`src/rtl/assert_macros.svh`:
```
// Assertion macros shared by the controller and datapath modules.
`ifndef ASSERT_MACROS_SVH
`define ASSERT_MACROS_SVH

// Property that must hold at every clock edge outside reset.
`define ASSERT_ALWAYS(lbl, clk, rst, prop) \
   lbl: assert property (@(posedge clk) disable iff (rst) (prop)) \
      else $error("%m: invariant violated");

// Antecedent in any cycle implies consequent in the next.
`define ASSERT_NEXT(lbl, clk, rst, ante, cons) \
   lbl: assert property (@(posedge clk) disable iff (rst) (ante) |=> (cons)) \
      else $error("%m: next-cycle check failed");

`endif

```
`src/rtl/miq_pkg.sv`:
```
// Types and constants of the middle insert queue.
package miq_pkg;

   localparam int unsigned WORD_W  = 32;
   localparam int unsigned OCC_W   = 11;
   localparam int unsigned CODE_W  = 2;
   localparam int unsigned RSP_DATA_W = 48;

   typedef enum logic [CODE_W-1:0] {
      REQ_PUSH   = 2'd0,
      REQ_INSERT = 2'd1,
      REQ_POP    = 2'd2
   } req_code_type;

   typedef enum logic [CODE_W-1:0] {
      STAT_DONE  = 2'd0,
      STAT_EMPTY = 2'd1,
      STAT_FULL  = 2'd2
   } status_code_type;

   typedef struct packed {
      logic accept;
      logic commit;
   } cmd_type;

endpackage

```
`src/rtl/miq_ctrl.sv`:
```
// Controller of the middle insert queue: request sequencing and response valid.
`include "assert_macros.svh"

module miq_ctrl (
   input  logic             clock,
   input  logic             reset,
   input  logic             req_tvalid,
   output logic             req_tready,
   output logic             rsp_tvalid,
   input  logic             rsp_tready,
   output miq_pkg::cmd_type cmd
);

   typedef enum logic [1:0] {
      S_IDLE = 2'b01,
      S_MOVE = 2'b10
   } state_type;

   state_type state_ff, state_in;
   logic      rsp_valid_ff, rsp_valid_in;
   logic      out_free;

   assign out_free   = !rsp_valid_ff || rsp_tready;
   assign req_tready = (state_ff == S_IDLE);
   assign rsp_tvalid = rsp_valid_ff;

   always_comb begin
      cmd.accept   = 1'b0;
      cmd.commit   = 1'b0;
      state_in     = state_ff;
      rsp_valid_in = rsp_valid_ff && !rsp_tready;
      unique case (state_ff)
         S_IDLE: begin
            if (req_tvalid) begin
               cmd.accept = 1'b1;
               state_in   = S_MOVE;
            end
         end
         S_MOVE: begin
            // hold until the response register can take the result
            if (out_free) begin
               cmd.commit   = 1'b1;
               rsp_valid_in = 1'b1;
               state_in     = S_IDLE;
            end
         end
         default: begin
            state_in = S_IDLE;
         end
      endcase
   end

   always_ff @(posedge clock) begin
      if (reset) begin
         state_ff     <= S_IDLE;
         rsp_valid_ff <= 1'b0;
      end else begin
         state_ff     <= state_in;
         rsp_valid_ff <= rsp_valid_in;
      end
   end

   `ASSERT_NEXT(a_commit_sets_valid, clock, reset, cmd.commit, rsp_valid_ff)
   `ASSERT_NEXT(a_accept_then_move, clock, reset, cmd.accept, !req_tready)

endmodule

```
`config.mk`:
```
export PLATFORM = sky130hd
export DESIGN_NAME = miq_ctrl
export DESIGN_NICKNAME = d
export VERILOG_FILES = /design/src/rtl/miq_pkg.sv /design/src/rtl/miq_ctrl.sv
export VERILOG_INCLUDE_DIRS = /design/src /design/src/rtl
export SDC_FILE = /design/constraint.sdc
export NUM_CORES = 1
export LEC_CHECK = 0
export BUFFER_PORTS_ARGS = -buffer_cell sky130_fd_sc_hd__buf_2
export CAP_MARGIN = 20
export CORE_AREA = 3 3 40 42
export CTS_BUF_LIST = sky130_fd_sc_hd__clkbuf_16
export DETAILED_ROUTE_END_ITERATION = 6
export DIE_AREA = 0 0 43 45
export PLACE_DENSITY = 0.37
export REMOVE_ABC_BUFFERS = 1
export SLEW_MARGIN = 10
export SYNTH_ARGS = -nofsm -noshare
export SYNTH_HDL_FRONTEND = slang
export SYNTH_SLANG_ARGS = --single-unit
```
`constraint.sdc`:
```
create_clock -name clock -period 0.9 [get_ports clock]
set_clock_uncertainty 0.1 [all_clocks]
set_input_delay 0.045 -clock clock [delete_from_list [all_inputs] [get_ports clock]]
set_output_delay 0.045 -clock clock [all_outputs]
set_load 0.005 [all_outputs]
```
Word-level counts from Yosys, hierarchy flattened
Index checks and enable logic that the tools add are counted.

Equality and inequality tests: 4. Multiplexer cells: 9. Reduce and logical (&&, ||, !) cells: 5.

Operators by type and width (number): 1-bit 2-to-1 mux (6); 2-bit 2-to-1 mux (2); 2-bit != test, second input constant (2); 2-bit one-hot mux with 2 select lines (1); 2-bit by 1-bit equality test with 1-bit output, second input constant (1); 2-bit equality test, second input constant (1); 1-bit zero test (2); 2-bit AND reduction (1); 1-bit logical AND (1); 1-bit logical OR (1).

Flip-flop bits (word level): 3. Output and inout bits: 4.

Depth between registers and ports, before layout
Gate-level depths: netlist of the first run.

Depth after elaboration: 4. Mapped depth: 2. Gate-level depth less buffers: 2.

Least setup slack after synthesis of the first run
No wires, ideal clock.

Kind: reg-to-reg. Start: reg state_ff[1]. End: reg state_ff[1]. Library setup time: 115 ps. Arrival: 707 ps. Data required time: 685 ps. Setup slack: -22 ps. Stages on the path, launching flop included: 3. Period minus slack after synthesis: 922 ps. Cell sequence: dfxtp_1 > and3b_1 > o21ba_1.

Longest elaborated chain between the ends: 3. Elaborated cells on any way between the ends: 6. Those cells by class: eq/ne (4); mux (1); reduce/logical (1).

Ends and longest elaborated chain: start, declared (line miq_ctrl.sv:19) `state_type state_ff, state_in;`; start signal, assigned (line miq_ctrl.sv:58) `state_ff <= state_in;`; 2-bit equality test / 2-bit by 1-bit equality test with 1-bit output (equally long branches) (line miq_ctrl.sv:32) `unique case (state_ff)`; 2-bit != test (no source line); 2-bit AND reduction (no source line).

Parallel ways exist; a longest one is shown, timed or not. A chain may end at the register's enable or synchronous reset.

==> results of run 1 <==
==> synth_stat cells <==
cell type | number | share of area
sky130_fd_sc_hd__dfxtp_1 | 3 | 0.47
sky130_fd_sc_hd__o21bai_1 | 1 | 0.058
sky130_fd_sc_hd__and4bb_2 | 1 | 0.097
sky130_fd_sc_hd__a21oi_1 | 1 | 0.039
sky130_fd_sc_hd__o21ba_1 | 1 | 0.078
sky130_fd_sc_hd__nand2b_1 | 2 | 0.097
sky130_fd_sc_hd__nor2b_1 | 2 | 0.097
sky130_fd_sc_hd__and3b_1 | 1 | 0.068
==> logic make-up (layout without fill, tap and decap cells) <==
group	count (synthesis)	count (layout)
buf+inv	0	12
simple gates	6	6
flops	3	3
compound gates	3	3
==> area by class of cell <==
type                    instances  area, sq um
flip-flops and latches          3         62.6
clock buffers                   3         75.1
fillers                       144         1000
multi-input cells               9         70.1
clock inverters                 1         3.75
well taps                      15         18.8
repair buffers                  8         51.3
==> path summary, 6_finish.rpt <==
kind / slack [ns] / endpoint / cells after the start / from
min reg2reg: 0.42 / rsp_tvalid$_SDFF_PP0_ / 2 / rsp_tvalid$_SDFF_PP0_
max reg2reg: -0.06 / state_ff[1]$_SDFFE_PP0P_ / 2 / state_ff[0]$_SDFFE_PP1P_
min: 0.05 / rsp_tvalid$_SDFF_PP0_ / 3 / rsp_tready
max: -0.15 / cmd[1] / 2 / state_ff[1]$_SDFFE_PP0P_
==> routing by layer <==
metal	track usage	vias up
met5	0	-
met4	0.0542	0
met3	0.0359	0
met2	0.0479	7
met1	0.0361	61
li1	-	66
==> state kept, by name (all words and copies together) (netlist names) <==
| register | cells |
|---|---|
| rsp_tvalid | 1 |
| state_ff | 2 |
==> timing repair <==
| item | CTS | global route |
|---|---|---|
| endpoints found under the hold margin | 2 | 0 |
| gates resized for setup | 3 | 1 |
| setup endpoints to repair | 4 | 5 |
| pin swaps | 0 | 2 |
| hold buffers | 1 | 0 |
==> cell usage in the layout (no fill, tap or decap) <==
master / synthesis / routed
sky130_fd_sc_hd__clkbuf_16: 0 / 3
sky130_fd_sc_hd__buf_2: 0 / 6
sky130_fd_sc_hd__inv_1: 0 / 1
sky130_fd_sc_hd__nor2b_1: 2 / 2
sky130_fd_sc_hd__dfxtp_2: 0 / 2
sky130_fd_sc_hd__dlygate4sd3_1: 0 / 1
sky130_fd_sc_hd__buf_6: 0 / 1
sky130_fd_sc_hd__o21bai_1: 1 / 1
sky130_fd_sc_hd__nand2b_1: 2 / 2
sky130_fd_sc_hd__a21oi_1: 1 / 1
sky130_fd_sc_hd__and3b_2: 0 / 1
sky130_fd_sc_hd__o21ba_1: 1 / 1
sky130_fd_sc_hd__dfxtp_1: 3 / 1
sky130_fd_sc_hd__and4bb_2: 1 / 1
==> where the power goes <==
part	total, mW	switching [mW]	internal (mW)
sequential	0.147	0.00515	0.142
combinational	0.0460	0.0157	0.0303
clock	0.689	0.117	0.572
==> critical path, stage by stage, from the launching register on <==
cell	delay, ns
sky130_fd_sc_hd__dfxtp_2	0.33
sky130_fd_sc_hd__and3b_2	0.23
sky130_fd_sc_hd__buf_6	0.12
==> stage by stage <==
step           total power, mW  cell area, sq um  hold slack (ns)  utilization
3_5_place_dp             0.184               183            0.140        0.142
5_1_grt                  0.908               282           0.0779        0.219
6_report                 0.882               282           0.0455        0.219
4_1_cts                  0.891               275           0.0349        0.214
2_1_floorplan            0.164               129           0.0141            -
3_3_place_gp             0.183               183            0.139        0.142
==> run_results.csv, run 1 <==
group,metric,value,unit
route,wire_per_inst,9.05,um
setup_path,worst-endpoint-arrival,0.91,ns
route,wl_met3,47,um
setup_path,timing_worst_setup_path_type,"reg -> out",
floorplan,core_area,1280,sq um
timing,rsz0062_at_grt,"yes",
global_routing,grt_max_degree,5,
timing,finalSetupViolations,4,
synthesis,synth.yosys.seq_area_share,0.466,
global_routing,globalRoute.totalOverflow,0,
route,wl_met2,156,um
clock_tree,clock_pin_slew_worst_setup_and_hold_paths,0.03,ns
power,power_density,3130,nW/um^2
route,dr.pass1.iters,2,
timing,worst_pin_slew,0.107,ns
layout,stdcell_count,39,
status,violations,"setup timing",
layout,syn2layout_area_growth,118,%
timing,fmax,951,MHz
clock_tree,htree_levels,1,
route,drt_first_iter_violations,1,
placed_design,gp_congestion,0.747,
global_routing,track_usage,0.0408,
floorplan,die_area,1940,sq um
setup_path,timing.critical_path.to_type,"output pin",
route,vias_after_detailed_routing,134,
timing,max_slew_margin,0.929,
global_routing,initial_antenna_violation_count,0,
timing,final_sum_of_negative_setup_slack,-0.390,ns
timing,final_period_minus_worst_setup_slack,1.05,ns
route,wl_met1,150,um
min_path,hp-class,"in -> reg",
placed_design,dpl.cell_count,34,
route,antenna_violating_nets_left,0,
synthesis,postSynthAreaPerCell,10.7,sq um
synthesis,synth_fa_ha_area_frac,0,
floorplan,die_x,43,um
power,static_leak,0.135,nW
layout,layout.nets,29,
synthesis,synth-compound-area-share,0.175,
synthesis,syn-cell-area,129,sq um
floorplan,rows,13,
timing,report.final.slew_viol_count,0,
synthesis,ys_ff_latch,3,
route,drt-vias-per-instance,3.44,
placed_design,place.port_buffers,7,
synthesis,post_synth_mux_area_share,0,
route,drt-total-wl,353,um
floorplan,floorplan.initialDensity,0.100,
power,vdd.ir_drop.worst,633,uV
timing,finalWorstSetupSlack,-0.152,ns
clock_tree,tritoncts_num_sinks,3,
clock_tree,postCtsSetupBuffers,0,
layout,n_antenna_cell,0,
synthesis,synthesis.yosys.warnings,0,
clock_tree,cts_root_buf,"sky130_fd_sc_hd__clkbuf_16",
clock_tree,cts_tree,"built",
timing,finalHoldViolations,0,
floorplan,top_level_ports,8,
setup_path,crit_fanout,4,
clock_tree,cts_max_path_buffers,2,
setup_path,cp.required,0.75,ns
synthesis,synth_xor_area_frac,0,
global_routing,vias_in_the_first_global_route,129,
placed_design,place_ws,-0.0624,ns
flow_run,max-cap-violations,0,
synthesis,post_synth_num_cell_types,8,
floorplan,dieHeight,45,um
setup_path,cp-start-kind,"flop",
synthesis,synth_top_family_by_area,"simple AND/OR/NAND/NOR gates",
synthesis,synth-simple-area-share,0.359,
layout,post_route_cells_drive_above_1_share,0.583,
synthesis,post_synth_inst_count,12,
route,drc,0,
timing,period_share,1.17,
clock_tree,cts_buffers,3,
status,outcome,"finished with violations",
placed_design,detail_placement_hpwl,246,um
global_routing,global_route_wire_length_before_repair,476,um
clock_tree,clock_insertion_delay_worst_skew,0.22,ns
route,route.top_layer_used,"met3",
(Power assumes the default switching activity.)
==> run 2: changes to the inputs <==
CELL_PAD_IN_SITES_DETAIL_PLACEMENT = 0   (was not set)
CELL_PAD_IN_SITES_GLOBAL_PLACEMENT = 1   (was not set)
PLACE_DENSITY = 0.43   (was 0.37)
==> run_results.csv, run 2 (synthesized netlist as in run 1, its figures left out) <==
group,metric,value,unit
layout,syn2layout_area_growth,121,%
layout,largest_reg_flops,2,
timing,report.final.slew_viol_count,0,
floorplan,core_area,1280,sq um
global_routing,track_usage,0.0491,
clock_tree,htree_levels,1,
min_path,hp-class,"in -> reg",
power,vdd.ir_drop.worst,1610,uV
timing,fmax,925,MHz
setup_path,critical-path-max-stage-delay,0.35,ns
timing,holdWs,0.0121,ns
route,wl_met1,157,um
clock_tree,cts_tree,"built",
layout,fill_cells,142,
route,dr.pass1.iters,2,
route,route.top_layer_used,"met4",
global_routing,vias_in_the_first_global_route,134,
setup_path,worst-endpoint-arrival,0.94,ns
setup_path,path_cells,"and3b_2 > buf_2",
layout,top_register,"state_ff",
clock_tree,clock_pin_slew_worst_setup_and_hold_paths,0.03,ns
clock_tree,cts_root_buf,"sky130_fd_sc_hd__clkbuf_16",
floorplan,top_level_ports,8,
timing,final_period_minus_worst_setup_slack,1.08,ns
timing,finalSetupViolations,4,
timing,finalHoldViolations,0,
timing,rsz0062_at_grt,"yes",
setup_path,timing.critical_path.to_type,"output pin",
clock_tree,cts_max_path_buffers,2,
layout,post_route_cells_drive_above_1_share,0.625,
setup_path,cp-start-kind,"flop",
timing,finalWorstSetupSlack,-0.181,ns
placed_design,gp_congestion,0.618,
setup_path,timing_worst_setup_path_type,"reg -> out",
timing,worst_pin_slew,0.104,ns
floorplan,rows,13,
global_routing,grt_max_degree,5,
floorplan,die_x,43,um
route,drt-total-wl,340,um
global_routing,globalRoute.totalOverflow,0,
layout,mostFrequentLayoutCells,"7 x sky130_fd_sc_hd__buf_2, 3 x sky130_fd_sc_hd__clkbuf_16, 2 x sky130_fd_sc_hd__nor2b_1",
route,drt_first_iter_violations,1,
clock_tree,tritoncts_num_sinks,3,
route,drt-vias-per-instance,3.23,
power,power_density,3110,nW/um^2
clock_tree,postCtsSetupBuffers,0,
route,wl_met3,64,um
status,violations,"setup timing",
setup_path,crit_fanout,4,
layout,n_antenna_cell,0,
power,static_leak,0.143,nW
route,antenna_violating_nets_left,0,
clock_tree,cts_buffers,3,
route,drc,0,
floorplan,floorplan.initialDensity,0.100,
flow_run,max-cap-violations,0,
setup_path,cp.required,0.75,ns
floorplan,dieHeight,45,um
placed_design,place.port_buffers,7,
timing,max_slew_margin,0.931,
route,wire_per_inst,8.72,um
setup_path,timing.critical_path.max_delay_family,"flip-flops",
route,wl_met2,103,um
global_routing,global_route_wire_length_before_repair,552,um
timing,final_sum_of_negative_setup_slack,-0.417,ns
global_routing,initial_antenna_violation_count,0,
status,outcome,"finished with violations",
setup_path,critPathSlowestCell,"sky130_fd_sc_hd__dfxtp_4",
route,vias_after_detailed_routing,126,
setup_path,cp.buffers_inverters,1,
timing,period_share,1.20,
floorplan,die_area,1940,sq um
layout,layout.nets,29,
clock_tree,clock_insertion_delay_worst_skew,0.22,ns
layout,mostFrequentLayoutCell,"sky130_fd_sc_hd__buf_2",
==> run 2: cell types whose count changed in the layout (fill, tap and decap cells not counted) <==
cell,previous run,this run
sky130_fd_sc_hd__nand2b_4,0,1
sky130_fd_sc_hd__dfxtp_2,2,1
sky130_fd_sc_hd__nand2b_1,2,1
sky130_fd_sc_hd__buf_6,1,0
sky130_fd_sc_hd__dfxtp_4,0,1
sky130_fd_sc_hd__buf_2,6,7
==> run 2: where the power goes <==
group,switching [mW],internal (mW),leakage [nW],total [mW]
registers,0.00642,0.140,0.0250,0.147
clock network,0.125,0.573,0.0423,0.698
logic,0.0135,0.0281,0.0754,0.0417
total,0.144,0.741,0.143,0.886
==> run 2: final timing paths <==
| kind | slack (ns) | endpoint | depth (start not counted) | from |
|---|---|---|---|---|
| worst min register to register | 0.39 | rsp_tvalid$_SDFF_PP0_ | 2 | rsp_tvalid$_SDFF_PP0_ |
| worst min-delay path | 0.01 | rsp_tvalid$_SDFF_PP0_ | 3 | rsp_tready |
| worst max register to register | -0.06 | state_ff[1]$_SDFFE_PP0P_ | 2 | state_ff[1]$_SDFFE_PP0P_ |
| worst max-delay path | -0.18 | cmd[1] | 2 | state_ff[1]$_SDFFE_PP0P_ |
==> run 2: layer usage <==
metal	vias up	global-route usage
li1	65	-
met4	0	0.0723
met3	2	0.0518
met5	-	0
met2	10	0.0419
met1	49	0.0481
==> run 2: repair_timing <==
item	CTS	global route
hold endpoints to repair	3	0
endpoints found under the setup margin	5	5
gates resized for setup	3	2
hold buffers	1	0
==> run 2: layout make-up <==
cell class / instances / area [sq um] / share of cell area
multi-input cells: 9 / 77.6 / 0.272
flip-flops and latches: 3 / 65.1 / 0.228
clock inverters: 1 / 3.75 / 0.0132
clock buffers: 3 / 75.1 / 0.263
well taps: 15 / 18.8 / 0.0658
repair buffers: 8 / 45.0 / 0.158
==> run 2: metrics by stage <==
step / total power [mW] / worst slack (ns) / cell area, sq um / instances / utilization
after floorplan: 0.164 / -0.0217 / 129 / 12 / -
after global routing: 0.917 / -0.215 / 285 / 39 / 0.222
after global placement: 0.184 / -0.0532 / 183 / 34 / 0.142
after CTS: 0.897 / -0.160 / 275 / 39 / 0.214
final: 0.886 / -0.181 / 285 / 39 / 0.222
after detailed placement: 0.184 / -0.0552 / 183 / 34 / 0.142
==> run 2: tightest hold or removal path, cell delays in order <==
cell and delay [ns]:
sky130_fd_sc_hd__buf_2 0.08, sky130_fd_sc_hd__nand2b_1 0.10, sky130_fd_sc_hd__a21oi_1 0.06
